`config.mk`:
```
export PLATFORM = sky130hd
export DESIGN_NAME = aedm_div
export DESIGN_NICKNAME = d
export VERILOG_FILES = /design/src/audio_echo_delay_mixer_top_defines.svh /design/src/aedm_pkg.sv /design/src/aedm_div.sv
export SDC_FILE = /design/constraint.sdc
export NUM_CORES = 1
export LEC_CHECK = 0
export ABC_AREA = 0
export BUFFER_PORTS_ARGS = -buffer_cell sky130_fd_sc_hd__buf_4
export CORE_ASPECT_RATIO = 0.75
export CORE_UTILIZATION = 45
export DETAILED_ROUTE_END_ITERATION = 16
export PLACE_DENSITY = 0.7
export SYNTH_ARGS = -nofsm -noshare
export SYNTH_HDL_FRONTEND = slang
export SYNTH_SLANG_ARGS = --single-unit
```
`constraint.sdc`:
```
create_clock -name clk -period 6.5 [get_ports clk]
set_input_delay 0.325 -clock clk [delete_from_list [all_inputs] [get_ports clk]]
set_output_delay 0.325 -clock clk [all_outputs]
set_load 0.02 [all_outputs]
```
`src/audio_echo_delay_mixer_top_defines.svh`:
```
// assertion macros for the echo delay mixer
// expects clk and rst_n in the scope of use
`ifndef AUDIO_ECHO_DELAY_MIXER_TOP_DEFINES_SVH
`define AUDIO_ECHO_DELAY_MIXER_TOP_DEFINES_SVH

// consequence holds in the same cycle
`define AEDM_ASSERT_SAME(label, ante, cons, msg) \
  label: assert property (@(posedge clk) disable iff (!rst_n) (ante) |-> (cons)) \
    else $error(msg);

// consequence holds in the next cycle
`define AEDM_ASSERT_NEXT(label, ante, cons, msg) \
  label: assert property (@(posedge clk) disable iff (!rst_n) (ante) |=> (cons)) \
    else $error(msg);

`endif

```
`src/aedm_pkg.sv`:
```
// shared types and constants for the echo delay mixer
// no dependencies
`timescale 1ns / 1ps
`default_nettype none

package aedm_pkg;

  localparam int SAMPLE_W = 16;
  localparam int DIV_W    = 16;
  localparam int DELAY_W  = 15;
  localparam int CNT_W    = 5;
  localparam int CFG_IDX_W  = 2;
  localparam int CFG_DATA_W = 16;

  localparam logic [CFG_IDX_W-1:0] CFG_DELAY   = 2'd0;
  localparam logic [CFG_IDX_W-1:0] CFG_DIVISOR = 2'd1;

  localparam logic [DELAY_W-1:0] DELAY_RST   = 15'd8000;
  localparam logic [DIV_W-1:0]   DIVISOR_RST = 16'd4;

  typedef enum logic [1:0] {
    S_IDLE,
    S_START,
    S_DIV,
    S_DONE
  } aedm_state_t;

  typedef struct packed {
    logic busy;
    logic done;
  } div_stat_t;

endpackage

`default_nettype wire

```
`src/aedm_div.sv`:
```
// iterative signed-by-unsigned divider, one quotient bit per cycle
// truncates toward zero; depends on aedm_pkg
`timescale 1ns / 1ps
`default_nettype none

module aedm_div (
  input  logic                                 clk,
  input  logic                                 rst_n,
  input  logic                                 start,
  input  logic signed [aedm_pkg::SAMPLE_W-1:0] dividend,
  input  logic        [aedm_pkg::DIV_W-1:0]    divisor,
  output logic signed [aedm_pkg::SAMPLE_W-1:0] quotient,
  output aedm_pkg::div_stat_t                  stat
);
  import aedm_pkg::*;

  logic                busy_r, busy_nxt;
  logic [CNT_W-1:0]    cnt_r, cnt_nxt;
  logic                neg_r;
  logic [DIV_W-1:0]    div_r;
  logic [DIV_W-1:0]    rem_r, rem_nxt;
  logic [SAMPLE_W-1:0] quo_r, quo_nxt;
  logic [SAMPLE_W-1:0] mag;
  logic [DIV_W:0]      trial;
  logic [DIV_W:0]      diff;
  logic                ge;

  // most negative input maps to 0x8000, which is its true magnitude
  assign mag   = dividend[SAMPLE_W-1] ? (~dividend + 1'b1) : dividend;
  assign trial = {rem_r, quo_r[SAMPLE_W-1]};
  assign ge    = trial >= {1'b0, div_r};
  assign diff  = trial - {1'b0, div_r};

  always_comb begin
    busy_nxt = busy_r;
    cnt_nxt  = cnt_r;
    rem_nxt  = rem_r;
    quo_nxt  = quo_r;
    if (start) begin
      busy_nxt = 1'b1;
      cnt_nxt  = CNT_W'(SAMPLE_W);
      rem_nxt  = '0;
      quo_nxt  = mag;
    end else if (busy_r) begin
      // dividend bits shift out the top as quotient bits shift in
      rem_nxt = ge ? diff[DIV_W-1:0] : trial[DIV_W-1:0];
      quo_nxt = {quo_r[SAMPLE_W-2:0], ge};
      cnt_nxt = cnt_r - 1'b1;
      if (cnt_r == CNT_W'(1)) begin
        busy_nxt = 1'b0;
      end
    end
  end

  always_ff @(posedge clk) begin
    if (!rst_n) begin
      busy_r <= 1'b0;
      cnt_r  <= '0;
    end else begin
      busy_r <= busy_nxt;
      cnt_r  <= cnt_nxt;
    end
  end

  always_ff @(posedge clk) begin
    if (start) begin
      neg_r <= dividend[SAMPLE_W-1];
      div_r <= divisor;
    end
    rem_r <= rem_nxt;
    quo_r <= quo_nxt;
  end

  assign quotient  = neg_r ? $signed(~quo_r + 1'b1) : $signed(quo_r);
  assign stat.busy = busy_r;
  assign stat.done = busy_r && (cnt_r == CNT_W'(1));

endmodule

`default_nettype wire

```
==> reports/results.ini, run 1 <==
[worst_setup_path]
reg2reg_from=div_r[1]
regToRegEndpoint=rem_r[10]
critical_path_class=flop to primary output
regToRegSetupSlack_ns=3.98
end_kind=primary output
r2r_cells=8
startpoint=quo_r[6]
cp.arrival_ns=2.20
startpoint_type=flop
path_max_fanout=4
required_ns=6.17
endpoint=quotient[15]

[clock_tree]
worstSkewPairLatency_ns=0.31
htreeDepth=2
cts_hold_buf=0
cts_buffers=5
clkTransAtPathRegs_ns=0.10
cts_num_sinks=55
ctsResizeCount=0
clockRootBuffer=clkbuf_8
postCtsSetupRepairBufs=0
clock_path_buffers=2
cts_tree=built

[drt]
wire_per_inst_um=14.2
drc=0
dr_total_vias=3079
wl_um=7980
drt-vias-per-instance=5.49
ant_nets=0
drt_iter0_drc=129
first_pass_iters=5

[synth]
synth-seq-cells=55
syn_nets=469
synthTopCellsByArea=edfxtp_1, dfxtp_1, ha_1, xnor2_1, nor2_1
synthCells=413
async_flop_share_pct=0
synth_common_cells=nor2_1, nand2_1, edfxtp_1
syn_area_per_cell_um2=9.01
ys_warn_count=0
ys.flop_type=edfxtp_1
synth_top_area_share_pct=26.6
synth_top_area_cell=edfxtp_1
netlist_area_um2=3720
synth_cell_types=62
synth_edf_count=33
yosysSeqAreaShare_pct=38.5
yosysMostFrequentCell=nor2_1

[global_route]
grt_max_degree=72
antenna_found_initial=0
gr-total-overflow=0
grt_pass1_vias=2880
grt_pass1_wl_um=13700
grtUsageTotal_pct=19.9

[floorplanning]
die_area_um2=8640
start_util_pct=46.8
core-area_um2=7950
num_io_pins=53
die_h_um=80.7
die_x_um=107
num_rows=28

[hold_path]
hold_path_depth=1
min_from=divisor[3]
hp-class=input port to flop

[timing]
rsz0062_at_grt=no
worst_slew_pin_slew_ns=0.730
slew_violations=0
relSlewSlack_pct=51.4
worst_clock_skew_ns=0.00637
setup_violations=0
min_period_over_period_pct=38.9
max_freq_mhz=396
hold_viol_final=0
fin_tns_setup_ns=0
fin_crit_ns=2.53

[outcome]
status=complete, no violations

[pwr]
ir_drop_mv=0.115
p_total_uw=959
p_leak_nw=1.71
pwr_density_cell_nw_per_um2=223

[layout]
drive_above_1_share_pct=16.2
synthToLayoutAreaGrowth_pct=15.4
nNetsFinal=511
n_antenna_cell=0

[place]
port_buffers=52
place_congestion=0.863
dp.final_hpwl_um=5910

[run]
cap_violations=0

[layout by cell type (no fill, tap or decap), types with 5 or more instances in the layout]
| master | count |
|---|---|
| nor2_1 | 45 |
| o21ai_0 | 16 |
| a21o_1 | 5 |
| o31ai_1 | 7 |
| a311oi_1 | 8 |
| buf_4 | 53 |
| xnor2_1 | 24 |
| nand3_1 | 10 |
| nor2b_1 | 5 |
| inv_1 | 27 |
| ha_1 | 20 |
| nor4_1 | 6 |
| a21oi_1 | 29 |
| nor3_1 | 9 |
| edfxtp_1 | 33 |
| dfxtp_1 | 22 |
| clkbuf_8 | 5 |
| nand2b_1 | 6 |
| nand2_1 | 40 |
| xor2_1 | 16 |
[sequential cells by signal, summed over array words and instances, names as in the netlist]
name    flops
busy_r      1
cnt_r       5
div_r      16
neg_r       1
quo_r      16
rem_r      16
[final cells by class]
type / count / area, um2
Clock buffer: 6 / 72.6
Clock inverter: 2 / 60.1
Fill cell: 729 / 3660
Inverter: 28 / 105
Multi-Input combinational cell: 312 / 2090
Sequential cell: 55 / 1430
Tap cell: 105 / 131
Timing Repair Buffer: 53 / 398
[metrics by stage]
step,hold WS [ns],util [%],setup slack [ns],std cells,area [um2]
floorplan,0.424,-,4.38,413,3720
global placement,0.485,52.3,4.08,553,4160
global route,0.165,54.0,3.75,561,4290
CTS,0.178,54.0,3.95,561,4290
finish,0.188,54.0,3.97,561,4290
detailed placement,0.489,52.3,4.01,553,4160
[where the power goes]
group	total [mW]	switching, mW	internal (mW)
registers	0.427	0.0241	0.403
clock network	0.265	0.111	0.154
logic	0.267	0.149	0.118
total	0.959	0.284	0.675
[worst min-delay path by stage]
stage	slack (ns)	end
CTS	0.18	div_r[7]
finish	0.19	div_r[3]
global placement	0.48	cnt_r[1]
detailed placement	0.49	rem_r[9]
floorplan	0.42	div_r[0]
global route	0.16	div_r[4]
[layer usage]
metal | up-vias | track usage [%] | share of wire [%] | wire (um)
met4 | 0 | 4.52 | 0.36 | 29
li1 | 1580 | - | - | -
met3 | 4 | 3.05 | 3.7 | 294
met1 | 1436 | 30.1 | 53 | 4230
met2 | 59 | 29.8 | 43 | 3420
met5 | - | 0 | 0 | 0
[kinds of logic after synthesis]
logic type / synth area share (%)
AO/OA/AOI/OAI: 19.5
AND/OR/NAND/NOR: 19.3
buffers and inverters: 5.21
multiplexers: 0.841
flip-flops: 38.5
adder cells (fa/ha/maj): 7.27
XOR/XNOR: 9.42
[critical path: stages, from the launching register on]
cell and delay [ns]:
edfxtp_1 0.46, nor4_1 0.50, nand3_1 0.24, o31ai_1 0.34, xnor2_1 0.18, buf_4 0.17
(Power assumes the default switching activity.)
==> run 2, diff against run 1 <==
--- a/config.mk
+++ b/config.mk
@@ -5,7 +5,7 @@
 export SDC_FILE = /design/constraint.sdc
 export NUM_CORES = 1
 export LEC_CHECK = 0
-export ABC_AREA = 0
+export ABC_AREA = 1
 export BUFFER_PORTS_ARGS = -buffer_cell sky130_fd_sc_hd__buf_4
 export CORE_ASPECT_RATIO = 0.75
 export CORE_UTILIZATION = 45
==> constraint.sdc (replaced) <==
create_clock -name clk -period 2.4 [get_ports clk]
set_input_delay 0.12 -clock clk [delete_from_list [all_inputs] [get_ports clk]]
set_output_delay 0.12 -clock clk [all_outputs]
set_load 0.02 [all_outputs]
==> run 2 against run 1 <==
Final cell count up 35%. Clock-buffer cell count stayed put. Sequential power rose to 2.6 times the previous value. Synthesized cell count increased by 41%. Power rose to 2.7 times the previous value. Sequential share of layout area fell by 4.1 points. Wire length grew 31%. Core utilization grew 2.4 points. Register-to-register slack got worse by 3.7 ns. Combinational power is 130% higher. Critical endpoint is now quotient[14]. Largest cell class unchanged.
==> reports/results.ini, run 2 <==
[floorplanning]
start_util_pct=47.5
num_rows=29
die_h_um=84.9
die_area_um2=9550
core-area_um2=8670
die_x_um=113
num_io_pins=53

[global_route]
grt_max_degree=35
gr-total-overflow=0
grt_pass1_wl_um=17300
antenna_found_initial=0
grtUsageTotal_pct=23.3
grt_pass1_vias=3519

[layout]
layout_common_cells=nand2_1, inv_1, nand3_1
nNetsFinal=702
synthToLayoutAreaGrowth_pct=18.6
largestRegisters=div_r (16), quo_r (16), rem_r (16)
final_cells=755
fin_util_pct=56.4
drive_above_1_share_pct=13.3
fill_cells=836
n_antenna_cell=0
final_common_cell=nand2_1

[clock_tree]
cts_buffers=5
clock_path_buffers=2
clkTransAtPathRegs_ns=0.08
htreeDepth=2
ctsResizeCount=0
cts_tree=built
cts_num_sinks=55
clockRootBuffer=clkbuf_16
worstSkewPairLatency_ns=0.30

[pwr]
ir_drop_mv=0.355
p_leak_nw=2.47
pwr_density_cell_nw_per_um2=522
p_total_mw=2.55

[worst_setup_path]
critPathBufInv=3
required_ns=2.28
critical_path.top_delay_family=simple AND/OR/NAND/NOR gates
critical_path_class=flop to primary output
startpoint_type=flop
crit_path_max_incr_delay_ns=0.41
cp.arrival_ns=2.10
path_max_fanout=3
slowest_stage=edfxtp_1
crit_chain=inv_1, ha_1, inv_1, nor4_1, nand3_1, xor2_1, nand2_1, nand2_1, buf_4
end_kind=primary output

[synth]
synth-seq-cells=55
async_flop_share_pct=0
synthTopCellsByArea=edfxtp_1, nand2_1, dfxtp_1, inv_1, nand3_1
synth-xor-area-share_pct=5.95
synth_common_cells=nand2_1, inv_1, nand3_1
synthAdderAreaFrac_pct=6.56
synthMuxAreaShare_pct=0
synthCells=583
synth-simple-area-share_pct=34.7
syn_area_per_cell_um2=7.07
yosysMostFrequentCell=nand2_1
synth_edf_count=33
syn_nets=639
yosysSeqAreaShare_pct=34.7
synth_top_area_cell=edfxtp_1
synth_compound_area_share_pct=6.44
synth_cell_types=43
synth_top_family_by_area=simple AND/OR/NAND/NOR gates
netlist_area_um2=4120
ys.flop_type=edfxtp_1
synth_top_area_share_pct=24.0
ys_warn_count=0

[outcome]
status=complete, no violations

[drt]
ant_nets=0
drc=0
first_pass_iters=5
drt-vias-per-instance=5.05
drt_iter0_drc=344
dr_total_vias=3813
wire_per_inst_um=13.9
wl_um=10500

[timing]
max_freq_mhz=451
hold_viol_final=0
min_period_over_period_pct=92.5
fin_crit_ns=2.22
setup_violations=0
relSlewSlack_pct=10.0
slew_violations=0
worst_slew_pin_slew_ns=1.34
worst_clock_skew_ns=0.00648
fin_tns_setup_ns=0
rsz0062_at_grt=no

[place]
dp.final_hpwl_um=7870
port_buffers=52
place_congestion=1.00
dp_cells=732

[run]
cap_violations=0

[hold_path]
hp-class=input port to flop

[run 2: path summary, 6_finish.rpt]
path | from | endpoint | slack (ns) | depth (start not counted)
worst max-delay path | quo_r[0] | quotient[14] | 0.18 | 9
worst min-delay path | divisor[0] | div_r[0] | 0.005 | 1
worst max register to register | div_r[4] | quo_r[0] | 0.24 | 12
worst min register to register | rem_r[10] | rem_r[10] | 0.48 | 2
[run 2: per-layer routing]
layer / up-vias / global-route usage (%) / share of wire [%]
met1: 1705 / 35.9 / 52
met4: 0 / 5.45 / 0.83
met5: - / 0 / 0
met2: 123 / 32.7 / 39
li1: 1976 / - / -
met3: 9 / 5.21 / 8.6
[run 2: worst reg2reg max path: cells and delay by family (launching register included)]
kind | cells | cell delay (ns)
AND/OR/NAND/NOR | 8 | 1.02
flip-flops | 1 | 0.33
buffers and inverters | 2 | 0.12
AO/OA/AOI/OAI | 1 | 0.09
adder cells (fa/ha/maj) | 1 | 0.35
[run 2: stage by stage]
stage	hold WS, ns	setup WS [ns]	cell area (um2)
final	0.00482	0.180	4890
after global routing	0.00423	0.0390	4890
after CTS	0.000421	0.179	4890
after detailed placement	0.299	0.269	4580
after global placement	0.299	0.318	4580
after floorplan	0.219	0.601	4120
[run 2: timing repair]
action / CTS / global route
endpoints found under the setup margin: 0 / 0
setup buffers: 0 / 0
hold buffers: 15 / 0
endpoints found under the hold margin: 15 / 0
[run 2: logic make-up (layout without fill, tap and decap cells)]
| kind of cell | after synthesis | in the layout |
|---|---|---|
| flip-flops | 55 | 55 |
| AO/OA/AOI/OAI | 49 | 49 |
| XOR/XNOR | 28 | 28 |
| adder cells (fa/ha/maj) | 21 | 21 |
| buffers and inverters | 119 | 183 |
| AND/OR/NAND/NOR | 311 | 311 |
[run 2: where the power goes]
group          internal [mW]  switching (mW)  leakage [nW]
Combinational          0.249           0.373          1.89
Sequential              1.08          0.0498         0.509
Clock                  0.426           0.376        0.0790
[run 2: final cells by class]
class | count | area [um2] | area share (%)
Clock inverter | 2 | 20.0 | 0.410
Inverter | 107 | 402 | 8.22
Timing Repair Buffer | 68 | 548 | 11.2
Multi-Input combinational cell | 409 | 2210 | 45.3
Sequential cell | 55 | 1430 | 29.3
Clock buffer | 6 | 139 | 2.84
Tap cell | 108 | 135 | 2.76
